$ cat src/design/rpb_pkg.sv
`timescale 1ns / 1ps
// ----------------------------------------------------------------------------
// rpb_pkg
// Shared types and constants for the blocked-list random picker.
// ----------------------------------------------------------------------------
package rpb_pkg;

  localparam int MAX_BLOCKED_DEF = 256;
  localparam int TABLE_DEPTH_DEF = 512;
  localparam int VW = 31;

  localparam logic REQ_LOAD = 1'b0;
  localparam logic REQ_PICK = 1'b1;

  localparam logic [1:0] ST_OK    = 2'd0;
  localparam logic [1:0] ST_FULL  = 2'd1;
  localparam logic [1:0] ST_EMPTY = 2'd2;
  localparam logic [1:0] ST_RANGE = 2'd3;

  typedef struct packed {
    logic          req_type;
    logic [VW-1:0] blocked_value;
    logic          last_entry;
    logic [31:0]   random_word;
  } in_word_t;

  typedef struct packed {
    logic [VW-1:0] picked_value;
    logic [1:0]    status;
  } out_word_t;

  // one hash table slot
  typedef struct packed {
    logic          used;
    logic          blocked;
    logic [VW-1:0] key;
    logic [VW-1:0] target;
  } slot_t;

endpackage

$ cat src/design/rpb_front.sv
`timescale 1ns / 1ps
// ----------------------------------------------------------------------------
// rpb_front
// Input side: takes words off the channel into a two-entry queue.
// ----------------------------------------------------------------------------
module rpb_front
  import rpb_pkg::*;
(
  input  logic     clk,
  input  logic     rst_n,
  input  logic     hold,
  input  logic     in_valid,
  output logic     in_ready,
  input  in_word_t in_data,
  output logic     q_valid,
  output in_word_t q_data,
  input  logic     q_pop
);

  in_word_t   buf_r [2];
  logic       wp_r, wp_nxt, rp_r, rp_nxt;
  logic [1:0] cnt_r, cnt_nxt;
  logic       push;

  assign in_ready = (cnt_r != 2'd2) && !hold;
  assign push     = in_valid && in_ready;
  assign q_valid  = (cnt_r != 2'd0);
  assign q_data   = buf_r[rp_r];

  always_comb begin
    wp_nxt  = push  ? ~wp_r : wp_r;
    rp_nxt  = q_pop ? ~rp_r : rp_r;
    cnt_nxt = cnt_r + {1'b0, push} - {1'b0, q_pop};
  end

  always_ff @(posedge clk) begin
    if (!rst_n) begin
      wp_r  <= 1'b0;
      rp_r  <= 1'b0;
      cnt_r <= 2'd0;
    end else begin
      wp_r  <= wp_nxt;
      rp_r  <= rp_nxt;
      cnt_r <= cnt_nxt;
    end
  end

  always_ff @(posedge clk) begin
    if (push) begin
      buf_r[wp_r] <= in_data;
    end
  end

endmodule

$ cat config.mk
export PLATFORM = sky130hd
export DESIGN_NAME = rpb_front
export DESIGN_NICKNAME = d
export VERILOG_FILES = /design/src/design/rpb_pkg.sv /design/src/design/rpb_front.sv
export SDC_FILE = /design/constraint.sdc
export NUM_CORES = 1
export LEC_CHECK = 0
export ABC_CLOCK_PERIOD_IN_PS = 3250
export BUFFER_PORTS_ARGS = -buffer_cell sky130_fd_sc_hd__buf_2
export CORE_ASPECT_RATIO = 0.9
export CORE_MARGIN = 1
export CORE_UTILIZATION = 52
export CTS_CLUSTER_DIAMETER = 120
export DETAILED_ROUTE_END_ITERATION = 6
export PLACE_DENSITY = 0.81
export SYNTH_ARGS = -nofsm -noshare
export SYNTH_HDL_FRONTEND = slang
export SYNTH_SLANG_ARGS = --single-unit
$ cat constraint.sdc
create_clock -name clk -period 3.25 [get_ports clk]
set_clock_uncertainty 0.2 [all_clocks]
set_input_delay 0.4875 -clock clk [delete_from_list [all_inputs] [get_ports clk]]
set_output_delay 0.4875 -clock clk [all_outputs]
set_load 0.01 [all_outputs]
==> tab_implementation.tex, run 1 <==
\begin{tabular}{lr}
\hline
Metric & Value \\
\hline
\multicolumn{2}{l}{\textbf{Drt}} \\
\quad Post-DRT Antenna Nets & 0 \\
\quad 1st-pass router iterations & 4 \\
\quad Detail-routed net length per standard cell & 16.3 um \\
\quad Count of routing violations after the opening detailed-route iteration & 95 \\
\quad Detailed-route via count & 2,844 \\
\quad Average via count per standard cell & 4.90 \\
\quad DRC Markers & 0 \\
\quad WL final & 9480 um \\
\multicolumn{2}{l}{\textbf{Worst setup path}} \\
\quad Worst Path Arrival & 1.72 ns \\
\quad Critical Path Max Stage Delay & 0.39 ns \\
\quad Maximum fanout encountered on the critical timing path & 65 \\
\quad Critical path cell sequence & buf\_12, mux2\_1, buf\_2 \\
\quad Cell class contributing the biggest share of worst-path delay & buffers and inverters \\
\quad Crit path buf inv count & 2 \\
\quad CP Data Required Time & 2.56 ns \\
\quad Cell with the largest stage delay on the worst path & sky130\_fd\_sc\_hd\_\_mux2\_1 \\
\quad Critical Path Sink Type & output port \\
\quad Type of the worst setup path & register to output port \\
\quad Kind of start point of the critical path & register \\
\multicolumn{2}{l}{\textbf{GRT}} \\
\quad Total global-route track usage & 20.2\% \\
\quad Global-route wire length before repair & 14,700 um \\
\quad Pin count of the biggest net entering global routing & 66 \\
\quad Number of antenna violations at the first check in global routing & 0 \\
\quad Total congestion overflow after global routing & 0 \\
\quad Vias in the first global route & 2,975 \\
\multicolumn{2}{l}{\textbf{Synthesis}} \\
\quad Synthesized-area fraction occupied by ao, oa, aoi and oai cells & 0.202\% \\
\quad Leading post-synthesis cells by cell area & sky130\_fd\_sc\_hd\_\_edfxtp\_1 79\%, sky130\_fd\_sc\_hd\_\_mux2\_2 12\%, sky130\_fd\_sc\_hd\_\_mux2\_1 2.7\% \\
\quad Main combinational cell family by area after synthesis & multiplexers \\
\quad Distinct cell type count after synthesis & 20 \\
\quad Xor/xnor share of the synthesized area & 0.531\% \\
\quad Number of warnings issued by yosys & 0 \\
\quad Mean Syn Cell Area & 21.7 um\^{}2 \\
\quad Post-Syn Area & 0.00494 mm\^{}2 \\
\quad Adder and majority gate portion of the synthesized area & 0.506\% \\
\quad Synth area leader & sky130\_fd\_sc\_hd\_\_edfxtp\_1 \\
\quad Gate Count Post-Synth & 228 \\
\quad Share of the yosys chip area belonging to registers & 81.0\% \\
\quad Flip-flop and latch count after synthesis & 135 \\
\quad Share of the synthesized area in the top cell type & 78.9\% \\
\quad Mux share of post-synthesis cell area & 14.8\% \\
\quad Net Count, Synth & 300 \\
\quad Fraction of the mapped netlist area in simple logic gates & 1.29\% \\
\multicolumn{2}{l}{\textbf{CTS}} \\
\quad Clock Tree Root & sky130\_fd\_sc\_hd\_\_clkbuf\_8 \\
\quad Maximum root-to-sink buffer count & 2 \\
\quad Resized Gates After CTS & 0 \\
\quad Clk sinks & 135 \\
\quad Worst skew pair latency & 0.50 ns \\
\quad Total number of H-tree levels & 4 \\
\quad Clock transition at the registers of the reported paths & 0.06 ns \\
\quad Clock buffers created by TritonCTS & 17 \\
\quad Clock tree from TritonCTS & yes \\
\multicolumn{2}{l}{\textbf{Timing}} \\
\quad TNS Setup & 0 ns \\
\quad Final number of setup-violating endpoints & 0 \\
\quad Hold Vio Cnt, Final & 0 \\
\quad Worst-margin pin slew & 0.553 ns \\
\quad Final slew viol count & 0 \\
\quad Period utilization & 74.2\% \\
\quad Fmax achieved & 415 MHz \\
\quad Slew HR & 63.1\% \\
\quad RSZ-0062 raised after global routing & no \\
\quad Tmin final & 2.41 ns \\
\multicolumn{2}{l}{\textbf{Placed design}} \\
\quad Cell area after placement & 0.00576 mm\^{}2 \\
\quad Dpl hpwl & 5280 um \\
\quad Total of buffers placed on input and output ports & 136 \\
\quad Number of placed cells counting well taps & 483 \\
\quad Final weighted congestion of routability-driven global placement & 0.749 \\
\multicolumn{2}{l}{\textbf{Cells and area}} \\
\quad Number of standard cells in the final layout excluding fillers & 581 \\
\quad Synthesis-to-finish area growth & 42.1\% \\
\quad Final instance area & 0.00702 mm\^{}2 \\
\quad Nets & 518 \\
\quad Number of antenna diodes & 0 \\
\quad Fraction of layout cells with a size suffix above 1 & 49.5\% \\
\multicolumn{2}{l}{\textbf{Power}} \\
\quad Cell leakage power & 2.68 nW \\
\quad Overall power after layout & 4.45 mW \\
\quad Power density of the placed cells & 634 mW/mm\^{}2 \\
\quad Worst IR drop on VDD & 386 uV \\
\multicolumn{2}{l}{\textbf{Flow run}} \\
\quad Max cap viols & 0 \\
\multicolumn{2}{l}{\textbf{Floorplanning}} \\
\quad Die width & 105 um \\
\quad Area of the die & 0.00990 mm\^{}2 \\
\quad Die Y & 94.5 um \\
\quad Io pins & 137 \\
\quad Area of the core & 0.00917 mm\^{}2 \\
\quad Rows & 33 \\
\quad Initial standard-cell utilization of the core & 53.9\% \\
\multicolumn{2}{l}{\textbf{Hold path}} \\
\quad Classification of the worst-slack hold path & input port to register \\
\multicolumn{2}{l}{\textbf{Status}} \\
\quad Status & finished clean \\
\hline
\end{tabular}
## registers in the layout (all words and copies together), names as in the netlist, named ones only
register and count:
wp_r 1, cnt_r 2, rp_r 1, buf_r 130
## cell usage after synthesis
master / instances
sky130_fd_sc_hd__inv_1: 3
sky130_fd_sc_hd__o21ai_0: 1
sky130_fd_sc_hd__mux2_1: 12
sky130_fd_sc_hd__nor2_1: 4
sky130_fd_sc_hd__ha_1: 2
sky130_fd_sc_hd__or2_2: 1
sky130_fd_sc_hd__a21oi_1: 1
sky130_fd_sc_hd__nor2b_4: 1
sky130_fd_sc_hd__and3_1: 1
sky130_fd_sc_hd__mux2_2: 53
sky130_fd_sc_hd__nand2b_1: 1
sky130_fd_sc_hd__edfxtp_1: 130
sky130_fd_sc_hd__xnor2_1: 2
sky130_fd_sc_hd__nand2_1: 1
sky130_fd_sc_hd__and2_1: 1
sky130_fd_sc_hd__buf_2: 1
sky130_fd_sc_hd__buf_6: 6
sky130_fd_sc_hd__xor2_1: 1
sky130_fd_sc_hd__dfxtp_1: 5
sky130_fd_sc_hd__or3_1: 1
## placed cells by master (no fill, tap or decap), types with 2 or more instances in the layout
cell / synthesis / routed
sky130_fd_sc_hd__buf_2: 1 / 136
sky130_fd_sc_hd__edfxtp_1: 130 / 130
sky130_fd_sc_hd__dlygate4sd3_1: 0 / 66
sky130_fd_sc_hd__mux2_2: 53 / 53
sky130_fd_sc_hd__clkbuf_16: 0 / 16
sky130_fd_sc_hd__mux2_1: 12 / 12
sky130_fd_sc_hd__nor2_1: 4 / 4
sky130_fd_sc_hd__bufinv_16: 0 / 4
sky130_fd_sc_hd__dfxtp_1: 5 / 4
sky130_fd_sc_hd__clkinv_2: 0 / 3
sky130_fd_sc_hd__clkinvlp_4: 0 / 3
sky130_fd_sc_hd__inv_1: 3 / 2
sky130_fd_sc_hd__xnor2_1: 2 / 2
sky130_fd_sc_hd__ha_1: 2 / 2
sky130_fd_sc_hd__clkinv_4: 0 / 2
sky130_fd_sc_hd__clkinv_1: 0 / 2
sky130_fd_sc_hd__buf_12: 0 / 2
sky130_fd_sc_hd__buf_4: 0 / 2
## repair_timing
item / 4_1_cts / 5_1_grt
buffers inserted: 0 / 0
hold endpoints to repair: 131 / 0
hold buffers: 66 / 0
## worst register-to-register path: stages, from the launching register on
cell                      delay (ns)
sky130_fd_sc_hd__dfxtp_1        0.33
sky130_fd_sc_hd__nor2b_4        0.14
sky130_fd_sc_hd__nor2_1         0.16
sky130_fd_sc_hd__and3_2         0.58
sky130_fd_sc_hd__buf_4          0.43
## kinds of logic (layout without fill, tap and decap cells)
| kind of cell | after synthesis | in the layout |
|---|---|---|
| AOI/OAI and AO/OA | 2 | 2 |
| xor gates and xnor gates | 3 | 3 |
| adders and majority gates | 2 | 2 |
| buffers and inverters | 10 | 241 |
| DFF | 135 | 135 |
| muxes | 65 | 65 |
| and+or+nand+nor | 11 | 11 |
## per-stage QoR
stage / worst slack, ns / hold WS [ns] / util [%]
final: 0.838 / 0.0855 / 76.6
after global routing: 0.761 / 0.107 / 76.6
after CTS: 0.809 / 0.0643 / 76.6
after detailed placement: 0.919 / 0.289 / 62.9
after global placement: 0.960 / 0.276 / 62.9
after floorplan: 0.267 / 0.258 / -
## power breakdown
| group | leakage, nW | internal, mW | switching [mW] |
|---|---|---|---|
| Combinational | 1.16 | 0.254 | 0.241 |
| Clock | 0.286 | 1.24 | 0.680 |
| Sequential | 1.23 | 2.02 | 0.0261 |
## metal layers
metal / vias up / GRT usage (%) / wire length [um]
li1: 1339 / - / -
met1: 1382 / 24.8 / 3940
met2: 117 / 34.2 / 4870
met3: 6 / 6.63 / 612
met4: 0 / 7.16 / 49
met5: - / 0 / 0
## area by class of cell
| cell class | instances | area, um^2 |
|---|---|---|
| sequential | 135 | 4010 |
| fill | 551 | 2140 |
| timing repair buffer | 206 | 1400 |
| multi-input combinational | 83 | 858 |
| clock buffer | 18 | 418 |
| clock inverter | 14 | 183 |
| tap | 122 | 153 |
| inverter | 3 | 11.3 |
## final timing paths
| kind | slack (ns) | startpoint | endpoint | cells past startpoint |
|---|---|---|---|---|
| max | 0.84 | register | q_data[31] | 3 |
| min | 0.09 | q_pop | rp_r | 3 |
| max reg2reg | 1.05 | cnt_r[1] | buf_r[1][14] | 4 |
| min reg2reg | 0.33 | wp_r | wp_r | 2 |
Note: power is estimated with default switching activity, not from simulation.
==> run 2, diff against run 1 <==
--- a/config.mk
+++ b/config.mk
@@ -5,14 +5,14 @@
 export SDC_FILE = /design/constraint.sdc
 export NUM_CORES = 1
 export LEC_CHECK = 0
-export ABC_CLOCK_PERIOD_IN_PS = 3250
+export ABC_CLOCK_PERIOD_IN_PS = 2000
 export BUFFER_PORTS_ARGS = -buffer_cell sky130_fd_sc_hd__buf_2
 export CORE_ASPECT_RATIO = 0.9
 export CORE_MARGIN = 1
-export CORE_UTILIZATION = 52
+export CORE_UTILIZATION = 47
 export CTS_CLUSTER_DIAMETER = 120
 export DETAILED_ROUTE_END_ITERATION = 6
-export PLACE_DENSITY = 0.81
+export PLACE_DENSITY = 0.78
 export SYNTH_ARGS = -nofsm -noshare
 export SYNTH_HDL_FRONTEND = slang
 export SYNTH_SLANG_ARGS = --single-unit
==> constraint.sdc (replaced) <==
create_clock -name clk -period 2 [get_ports clk]
set_clock_uncertainty 0.2 [all_clocks]
set_input_delay 0.3 -clock clk [delete_from_list [all_inputs] [get_ports clk]]
set_output_delay 0.3 -clock clk [all_outputs]
set_load 0.01 [all_outputs]
==> tab_implementation.tex, run 2 (synthesis results as in run 1) <==
\begin{tabular}{lr}
\hline
Metric & Value \\
\hline
\multicolumn{2}{l}{\textbf{Drt}} \\
\quad Detail-routed net length per standard cell & 16.0 um (was 16.3 um) \\
\quad DRC Markers & 0 (unchanged) \\
\quad Detailed-route via count & 2,813 (was 2,844) \\
\quad 1st-pass router iterations & 4 (unchanged) \\
\quad WL final & 9470 um (was 9480 um) \\
\quad Count of routing violations after the opening detailed-route iteration & 91 (was 95) \\
\quad Post-DRT Antenna Nets & 0 (unchanged) \\
\quad Average via count per standard cell & 4.76 (was 4.90) \\
\multicolumn{2}{l}{\textbf{Hold path}} \\
\quad Worst min-delay path startpoint & in\_valid (was q\_pop) \\
\quad Classification of the worst-slack hold path & input port to register (unchanged) \\
\quad Cell depth of the worst min-delay path & 4 (was 3) \\
\quad Hold Crit Endpoint & wp\_r (was rp\_r) \\
\multicolumn{2}{l}{\textbf{Placed design}} \\
\quad Number of placed cells counting well taps & 492 (was 483) \\
\quad Total of buffers placed on input and output ports & 136 (unchanged) \\
\quad Final weighted congestion of routability-driven global placement & 0.655 (was 0.749) \\
\quad Cell area after placement & 0.00585 mm\^{}2 (was 0.00576 mm\^{}2) \\
\quad Dpl hpwl & 5510 um (was 5280 um) \\
\multicolumn{2}{l}{\textbf{Timing}} \\
\quad Slew HR & 85.9\% (was 63.1\%) \\
\quad RSZ-0062 raised after global routing & yes (was no) \\
\quad Hold Vio Cnt, Final & 0 (unchanged) \\
\quad Minimum setup slack in the final design & -0.00573 ns (was 0.838 ns) \\
\quad Period utilization & 100\% \\
\quad Hold WS & 0.134 ns (was 0.0855 ns) \\
\quad Fmax achieved & 499 MHz \\
\quad Worst-margin pin slew & 0.211 ns (was 0.553 ns) \\
\quad Final number of setup-violating endpoints & 2 (was 0) \\
\quad TNS Setup & -0.00834 ns (was 0 ns) \\
\quad Tmin final & 2.01 ns \\
\quad Final slew viol count & 0 (unchanged) \\
\multicolumn{2}{l}{\textbf{Worst setup path}} \\
\quad Crit path buf inv count & 2 (unchanged) \\
\quad Worst Path Arrival & 1.51 ns (was 1.72 ns) \\
\quad R2R cell count & 9 (was 4) \\
\quad Cell with the largest stage delay on the worst path & sky130\_fd\_sc\_hd\_\_dfxtp\_4 (was sky130\_fd\_sc\_hd\_\_mux2\_1) \\
\quad R2r setup slk & 0.17 ns (was 1.05 ns) \\
\quad Critical Path Sink Type & output port (unchanged) \\
\quad Cell class contributing the biggest share of worst-path delay & flip-flops (was buffers and inverters) \\
\quad Type of the worst setup path & register to output port (unchanged) \\
\quad Critical path cell sequence & buf\_12, mux2\_2, buf\_2 (was buf\_12, mux2\_1, buf\_2) \\
\quad FF-to-FF End & cnt\_r[1] (was buf\_r[1][14]) \\
\quad Kind of start point of the critical path & register (unchanged) \\
\quad Launching point of the worst reg2reg path & cnt\_r[1] (unchanged) \\
\quad Critical Path Max Stage Delay & 0.37 ns (was 0.39 ns) \\
\quad Maximum fanout encountered on the critical timing path & 34 (was 65) \\
\quad CP Data Required Time & 1.50 ns (was 2.56 ns) \\
\multicolumn{2}{l}{\textbf{CTS}} \\
\quad Maximum root-to-sink buffer count & 2 (unchanged) \\
\quad Clk sinks & 135 (unchanged) \\
\quad Worst skew pair latency & 0.40 ns (was 0.50 ns) \\
\quad Clock buffers created by TritonCTS & 17 (unchanged) \\
\quad Clock Tree Root & sky130\_fd\_sc\_hd\_\_clkbuf\_16 (was sky130\_fd\_sc\_hd\_\_clkbuf\_8) \\
\quad Clock transition at the registers of the reported paths & 0.06 ns (about the same) \\
\quad Total number of H-tree levels & 4 (unchanged) \\
\quad Clock tree from TritonCTS & yes (unchanged) \\
\quad Number of buffers inserted to repair setup after CTS & 0 (unchanged) \\
\multicolumn{2}{l}{\textbf{Power}} \\
\quad Power density of the placed cells & 995 mW/mm\^{}2 (was 634 mW/mm\^{}2) \\
\quad Cell leakage power & 2.68 nW (about the same) \\
\quad Worst IR drop on VDD & 739 uV (was 386 uV) \\
\multicolumn{2}{l}{\textbf{Floorplanning}} \\
\quad Area of the die & 0.0109 mm\^{}2 (was 0.00990 mm\^{}2) \\
\quad Die width & 110 um (was 105 um) \\
\quad Rows & 35 (was 33) \\
\quad Die Y & 99.3 um (was 94.5 um) \\
\quad Area of the core & 0.0102 mm\^{}2 (was 0.00917 mm\^{}2) \\
\quad Initial standard-cell utilization of the core & 48.3\% (was 53.9\%) \\
\quad Io pins & 137 (unchanged) \\
\multicolumn{2}{l}{\textbf{Cells and area}} \\
\quad Nets & 521 (was 518) \\
\quad Fillers & 708 (was 551) \\
\quad Synthesis-to-finish area growth & 43.3\% (was 42.1\%) \\
\quad Final instance area & 0.00709 mm\^{}2 (was 0.00702 mm\^{}2) \\
\quad Number of antenna diodes & 0 (unchanged) \\
\quad Reg with most FFs & buf\_r (unchanged) \\
\quad Number of standard cells in the final layout excluding fillers & 591 (was 581) \\
\quad Fraction of layout cells with a size suffix above 1 & 50.0\% (was 49.5\%) \\
\quad Leading registers by flop count & buf\_r: 130 flops, cnt\_r: 2 flops (unchanged) \\
\quad Top library cells by usage in the layout, fill and taps aside & 136 x sky130\_fd\_sc\_hd\_\_buf\_2, 130 x sky130\_fd\_sc\_hd\_\_edfxtp\_1, 67 x sky130\_fd\_sc\_hd\_\_dlygate4sd3\_1 (was 136 x sky130\_fd\_sc\_hd\_\_buf\_2, 130 x sky130\_fd\_sc\_hd\_\_edfxtp\_1, 66 x sky130\_fd\_sc\_hd\_\_dlygate4sd3\_1) \\
\quad Commonest non-fill, non-tap cell in the layout & sky130\_fd\_sc\_hd\_\_buf\_2 (unchanged) \\
\quad Max FFs per register & 130 (unchanged) \\
\multicolumn{2}{l}{\textbf{GRT}} \\
\quad Number of antenna violations at the first check in global routing & 0 (unchanged) \\
\quad Total global-route track usage & 18.5\% (was 20.2\%) \\
\quad Global-route wire length before repair & 14,300 um (was 14,700 um) \\
\quad Total congestion overflow after global routing & 0 (unchanged) \\
\quad Vias in the first global route & 2,994 (was 2,975) \\
\quad Pin count of the biggest net entering global routing & 36 (was 66) \\
\multicolumn{2}{l}{\textbf{Status}} \\
\quad Status & finished with violations (was finished clean) \\
\quad Violations in the final reports & negative setup slack \\
\multicolumn{2}{l}{\textbf{Flow run}} \\
\quad Max cap viols & 0 (unchanged) \\
\hline
\end{tabular}
[run 2: cell type report]
type | instances | area (um^2) | area share, %
sequential | 135 | 4010 | 56.6
timing repair buffer | 209 | 1470 | 20.8
inverter | 3 | 15.0 | 0.212
tap | 129 | 161 | 2.28
multi-input combinational | 83 | 867 | 12.2
clock buffer | 18 | 429 | 6.05
clock inverter | 14 | 135 | 1.91
[run 2: how the worst max path moves through the flow]
stage                   end  slack, ns  depth (start not counted)
2_1_floorplan   buf_r[0][0]      -0.10                          3
3_3_place_gp   buf_r[0][60]       0.20                          5
3_5_place_dp   buf_r[0][54]       0.16                          5
4_1_cts           q_data[9]      -0.03                          3
5_1_grt          q_data[29]      -0.08                          3
6_report         q_data[29]     -0.006                          3
[run 2: timing repair]
item                       4_1_cts  5_1_grt
pin swaps                        0        0
hold endpoints to repair       134        0
hold buffers                    67        0
setup endpoints to repair       65       65
resized for setup                1        0
[run 2: per-stage QoR]
| stage | util (%) | setup WS [ns] | power, mW |
|---|---|---|---|
| 4_1_cts | 69.2 | -0.0265 | 7.11 |
| 2_1_floorplan | - | -0.100 | 3.79 |
| 3_5_place_dp | 57.1 | 0.164 | 4.11 |
| 6_report | 69.2 | -0.00573 | 7.05 |
| 3_3_place_gp | 57.1 | 0.197 | 4.08 |
| 5_1_grt | 69.2 | -0.0766 | 7.31 |
[run 2: report_power, final]
part | internal, mW | switching (mW)
sequential | 3.28 | 0.0432
clock | 1.81 | 1.08
combinational | 0.438 | 0.391
[run 2: routing by layer]
layer,up-vias,part of all wire (%),wire length [um],GRT usage [%]
li1,1339,-,-,-
met1,1351,37,3490,18.2
met2,101,55,5240,34.1
met3,22,5.6,530,6.16
met4,0,2.2,212,9.41
met5,-,0,0,0
[run 2: worst register-to-register path, stage by stage, from the launching register on]
cell                      delay, ns
sky130_fd_sc_hd__dfxtp_2       0.32
sky130_fd_sc_hd__nor2b_4       0.12
sky130_fd_sc_hd__nor2_1        0.16
sky130_fd_sc_hd__nand2_1       0.08
sky130_fd_sc_hd__ha_1          0.27
sky130_fd_sc_hd__inv_1         0.05
sky130_fd_sc_hd__ha_1          0.14
sky130_fd_sc_hd__xor2_1        0.17
sky130_fd_sc_hd__xnor2_1       0.14
sky130_fd_sc_hd__nor2_1        0.05
==> run 3, diff against run 2 <==
--- a/config.mk
+++ b/config.mk
@@ -5,6 +5,7 @@
 export SDC_FILE = /design/constraint.sdc
 export NUM_CORES = 1
 export LEC_CHECK = 0
+export ABC_AREA = 1
 export ABC_CLOCK_PERIOD_IN_PS = 2000
 export BUFFER_PORTS_ARGS = -buffer_cell sky130_fd_sc_hd__buf_2
 export CORE_ASPECT_RATIO = 0.9
@@ -12,7 +13,7 @@
 export CORE_UTILIZATION = 47
 export CTS_CLUSTER_DIAMETER = 120
 export DETAILED_ROUTE_END_ITERATION = 6
-export PLACE_DENSITY = 0.78
+export PLACE_DENSITY = 0.77
 export SYNTH_ARGS = -nofsm -noshare
 export SYNTH_HDL_FRONTEND = slang
 export SYNTH_SLANG_ARGS = --single-unit
==> tab_implementation.tex, run 3 <==
\begin{tabular}{lr}
\hline
Metric & Value \\
\hline
\multicolumn{2}{l}{\textbf{Floorplanning}} \\
\quad Area of the die & 0.0114 mm\^{}2 (was 0.0109 mm\^{}2) \\
\quad Die width & 112 um (was 110 um) \\
\quad Initial standard-cell utilization of the core & 49.3\% (was 48.3\%) \\
\quad Io pins & 137 (unchanged) \\
\quad Rows & 35 (unchanged) \\
\quad Die Y & 101 um (was 99.3 um) \\
\quad Area of the core & 0.0104 mm\^{}2 (was 0.0102 mm\^{}2) \\
\multicolumn{2}{l}{\textbf{Worst setup path}} \\
\quad Critical path cell sequence & buf\_8, clkbuf\_16, mux2\_4, buf\_6 (was buf\_12, mux2\_2, buf\_2) \\
\quad Worst Path Arrival & 1.52 ns (was 1.51 ns) \\
\quad Kind of start point of the critical path & register (unchanged) \\
\quad Cell class contributing the biggest share of worst-path delay & buffers and inverters (was flip-flops) \\
\quad Crit path buf inv count & 3 (was 2) \\
\quad Maximum fanout encountered on the critical timing path & 6 (was 34) \\
\quad CP Data Required Time & 1.50 ns (about the same) \\
\quad Cell with the largest stage delay on the worst path & sky130\_fd\_sc\_hd\_\_dfxtp\_4 (unchanged) \\
\quad Type of the worst setup path & register to output port (unchanged) \\
\quad Critical Path Max Stage Delay & 0.38 ns (was 0.37 ns) \\
\quad Critical Path Sink Type & output port (unchanged) \\
\multicolumn{2}{l}{\textbf{Power}} \\
\quad Cell leakage power & 3.19 nW (was 2.68 nW) \\
\quad Power density of the placed cells & 928 mW/mm\^{}2 (was 995 mW/mm\^{}2) \\
\quad Fraction of power consumed by sequential logic & 44.4\% (was 47.1\%) \\
\quad Overall power after layout & 7.39 mW (was 7.05 mW) \\
\quad Portion of total power attributed to combinational logic & 13.3\% (was 11.8\%) \\
\quad Worst IR drop on VDD & 697 uV (was 739 uV) \\
\quad Internal power of the cells & 5.90 mW (was 5.53 mW) \\
\quad Clock power frac & 42.3\% (was 41.1\%) \\
\quad Net switching component of the power & 1.50 mW (was 1.52 mW) \\
\quad Fraction of power spent switching nets & 20.2\% (was 21.5\%) \\
\multicolumn{2}{l}{\textbf{Cells and area}} \\
\quad Commonest non-fill, non-tap cell in the layout & sky130\_fd\_sc\_hd\_\_edfxtp\_1 (was sky130\_fd\_sc\_hd\_\_buf\_2) \\
\quad Number of antenna diodes & 0 (unchanged) \\
\quad Fraction of layout cells with a size suffix above 1 & 52.8\% (was 50.0\%) \\
\quad Fillers & 578 (was 708) \\
\quad Leading registers by flop count & buf\_r: 130 flops, cnt\_r: 2 flops (unchanged) \\
\quad Max FFs per register & 130 (unchanged) \\
\quad Nets & 540 (was 521) \\
\quad Sequential standard cell area & 0.00401 mm\^{}2 (about the same) \\
\quad Synthesis-to-finish area growth & 55.1\% (was 43.3\%) \\
\quad Reg with most FFs & buf\_r (unchanged) \\
\quad Top library cells by usage in the layout, fill and taps aside & 130 x sky130\_fd\_sc\_hd\_\_edfxtp\_1, 72 x sky130\_fd\_sc\_hd\_\_buf\_2, 67 x sky130\_fd\_sc\_hd\_\_dlygate4sd3\_1 (was 136 x sky130\_fd\_sc\_hd\_\_buf\_2, 130 x sky130\_fd\_sc\_hd\_\_edfxtp\_1, 67 x sky130\_fd\_sc\_hd\_\_dlygate4sd3\_1) \\
\quad Area occupied by multi-input gates & 0.00111 mm\^{}2 (was 867 um\^{}2) \\
\multicolumn{2}{l}{\textbf{Synthesis}} \\
\quad Main combinational cell family by area after synthesis & multiplexers (unchanged) \\
\quad Mean Syn Cell Area & 21.7 um\^{}2 (about the same) \\
\quad Synth area leader & sky130\_fd\_sc\_hd\_\_edfxtp\_1 (unchanged) \\
\quad Share of the yosys chip area belonging to registers & 77.9\% (was 81.0\%) \\
\quad Synthesized-area fraction occupied by ao, oa, aoi and oai cells & 0.195\% (was 0.202\%) \\
\quad Gate Count Post-Synth & 237 (was 228) \\
\quad Distinct cell type count after synthesis & 14 (was 20) \\
\quad Mux share of post-synthesis cell area & 17.9\% (was 14.8\%) \\
\quad Commonest register cell after synthesis & sky130\_fd\_sc\_hd\_\_edfxtp\_1 (unchanged) \\
\quad Adder and majority gate portion of the synthesized area & 0.487\% (was 0.506\%) \\
\quad Flip-flop and latch count after synthesis & 135 (unchanged) \\
\quad Fraction of registers with async set/reset & 0\% (unchanged) \\
\quad Post-synth top cells & 130 x sky130\_fd\_sc\_hd\_\_edfxtp\_1, 50 x sky130\_fd\_sc\_hd\_\_mux2\_4, 15 x sky130\_fd\_sc\_hd\_\_mux2\_2 (was 130 x sky130\_fd\_sc\_hd\_\_edfxtp\_1, 53 x sky130\_fd\_sc\_hd\_\_mux2\_2, 12 x sky130\_fd\_sc\_hd\_\_mux2\_1) \\
\quad Post-Syn Area & 0.00514 mm\^{}2 (was 0.00494 mm\^{}2) \\
\quad Xor/xnor share of the synthesized area & 0\% (was 0.531\%) \\
\quad Number of warnings issued by yosys & 0 (unchanged) \\
\quad Share of the synthesized area in the top cell type & 76.0\% (was 78.9\%) \\
\quad EDFF count, synth & 130 (unchanged) \\
\quad Leading post-synthesis cells by cell area & sky130\_fd\_sc\_hd\_\_edfxtp\_1 76\%, sky130\_fd\_sc\_hd\_\_mux2\_4 15\%, sky130\_fd\_sc\_hd\_\_mux2\_2 3.3\% (was sky130\_fd\_sc\_hd\_\_edfxtp\_1 79\%, sky130\_fd\_sc\_hd\_\_mux2\_2 12\%, sky130\_fd\_sc\_hd\_\_mux2\_1 2.7\%) \\
\quad Net Count, Synth & 309 (was 300) \\
\quad Fraction of the mapped netlist area in simple logic gates & 1.58\% (was 1.29\%) \\
\quad Count leader, synth & sky130\_fd\_sc\_hd\_\_edfxtp\_1 (unchanged) \\
\multicolumn{2}{l}{\textbf{Placed design}} \\
\quad Final weighted congestion of routability-driven global placement & 0.702 (was 0.655) \\
\quad Total of buffers placed on input and output ports & 136 (unchanged) \\
\quad Dpl hpwl & 5670 um (was 5510 um) \\
\multicolumn{2}{l}{\textbf{CTS}} \\
\quad Maximum root-to-sink buffer count & 2 (unchanged) \\
\quad Clock buffers created by TritonCTS & 17 (unchanged) \\
\quad Total number of H-tree levels & 4 (unchanged) \\
\quad Clk sinks & 135 (unchanged) \\
\quad Clock tree from TritonCTS & yes (unchanged) \\
\quad Clock transition at the registers of the reported paths & 0.05 ns (was 0.06 ns) \\
\quad Worst skew pair latency & 0.40 ns (about the same) \\
\quad Clock Tree Root & sky130\_fd\_sc\_hd\_\_clkbuf\_16 (unchanged) \\
\multicolumn{2}{l}{\textbf{Status}} \\
\quad Status & finished with violations (unchanged) \\
\quad Violations in the final reports & design-rule violations, negative setup slack (was negative setup slack) \\
\multicolumn{2}{l}{\textbf{Timing}} \\
\quad Period utilization & 101\% (was 100\%) \\
\quad Fmax achieved & 495 MHz (was 499 MHz) \\
\quad Hold WS & 0.0662 ns (was 0.134 ns) \\
\quad Slew HR & 78.2\% (was 85.9\%) \\
\quad Worst-margin pin slew & 0.328 ns (was 0.211 ns) \\
\quad Hold Vio Cnt, Final & 0 (unchanged) \\
\quad Final number of setup-violating endpoints & 22 (was 2) \\
\quad Tmin final & 2.02 ns (was 2.01 ns) \\
\quad RSZ-0062 raised after global routing & yes (unchanged) \\
\quad Minimum setup slack in the final design & -0.0190 ns (was -0.00573 ns) \\
\quad Final slew viol count & 0 (unchanged) \\
\multicolumn{2}{l}{\textbf{Drt}} \\
\quad Post-DRT Antenna Nets & 0 (unchanged) \\
\quad Detail-routed net length per standard cell & 17.9 um (was 16.0 um) \\
\quad 1st-pass router iterations & 6 (was 4) \\
\quad Average via count per standard cell & 4.86 (was 4.76) \\
\quad Count of routing violations after the opening detailed-route iteration & 131 (was 91) \\
\quad WL final & 10,900 um (was 9470 um) \\
\quad Detailed-route via count & 2,952 (was 2,813) \\
\quad DRC Markers & 11 (was 0) \\
\multicolumn{2}{l}{\textbf{GRT}} \\
\quad Pin count of the biggest net entering global routing & 42 (was 36) \\
\quad Vias in the first global route & 3,097 (was 2,994) \\
\quad Total global-route track usage & 18.6\% (was 18.5\%) \\
\quad Global-route wire length before repair & 15,200 um (was 14,300 um) \\
\quad Number of antenna violations at the first check in global routing & 0 (unchanged) \\
\quad Total congestion overflow after global routing & 0 (unchanged) \\
\multicolumn{2}{l}{\textbf{Hold path}} \\
\quad Classification of the worst-slack hold path & input port to register (unchanged) \\
\multicolumn{2}{l}{\textbf{Flow run}} \\
\quad Max cap viols & 0 (unchanged) \\
\hline
\end{tabular}
run 3: changes by cell type after synthesis, sizes merged, moves of 2 or more:
| cell | before | now |
|---|---|---|
| nand2 | 1 | 8 |
| xnor2 | 2 | 0 |
| nand3 | 0 | 2 |
| inv | 3 | 7 |
| nor2 | 4 | 6 |
run 3: cell type report:
type	instances	share of cell area, %
sequential	135	50.3
timing repair buffer	219	25.9
multi-input combinational	88	13.9
clock buffer	20	5.48
tap	129	2.03
clock inverter	10	1.95
inverter	7	0.377
run 3: final timing paths:
kind / startpoint / slack, ns / to / depth (start not counted)
min: in_valid / 0.07 / wp_r / 5
max: register / -0.02 / q_data[47] / 4
max reg2reg: cnt_r[0] / 0.18 / cnt_r[1] / 9
min reg2reg: rp_r / 0.30 / rp_r / 2
run 3: through the flow:
stage | TNS [ns] | cell area, um^2 | util, % | setup slack (ns) | instances
floorplan | -15.47 | 5170 | - | -0.121 | 237
CTS | -1.47 | 7600 | 72.9 | -0.0746 | 602
detailed placement | 0 | 6060 | 58.1 | 0.0954 | 502
finish | -0.267 | 7970 | 76.5 | -0.0190 | 608
global route | -2.77 | 7970 | 76.5 | -0.0692 | 608
global placement | 0 | 6060 | 58.1 | 0.143 | 502
run 3: cells by family (layout without fill, tap and decap cells):
family,after synthesis,after routing
simple gates,19,19
flops,135,135
buf+inv,14,256
mux,65,65
fa+ha+maj,2,2
compound gates,2,2
run 3: worst reg2reg max path, delay by kind of cell, from the launching register on:
family | cells | cell delay (ns)
AO/OA/AOI/OAI | 1 | 0.13
buffers and inverters | 2 | 0.08
flip-flops | 1 | 0.34
AND/OR/NAND/NOR | 4 | 0.51
adder cells (fa/ha/maj) | 2 | 0.46
run 3: metal layers:
| layer | GRT usage [%] | routed length, um | part of all wire, % |
|---|---|---|---|
| met2 | 33.3 | 5690 | 52 |
| met4 | 8.51 | 110 | 1.0 |
| met1 | 20.4 | 4420 | 41 |
| met5 | 0 | 0 | 0 |
| met3 | 5.98 | 668 | 6.1 |
run 3: timing repair:
item	CTS	global route
gates cloned	1	4
endpoints found under the setup margin	56	61
hold endpoints to repair	135	0
resized for setup	37	55
setup buffers	2	3
hold buffers	67	0
run 3: power by group through the flow:
stage | Combinational, mW | Sequential [mW] | Clock [mW]
6_report | 0.983 | 3.28 | 3.13
5_1_grt | 1.04 | 3.29 | 3.29
4_1_cts | 0.836 | 3.28 | 3.17
3_5_place_dp | 0.631 | 3.34 | 0
3_3_place_gp | 0.617 | 3.33 | 0
2_1_floorplan | 0.387 | 3.33 | 0
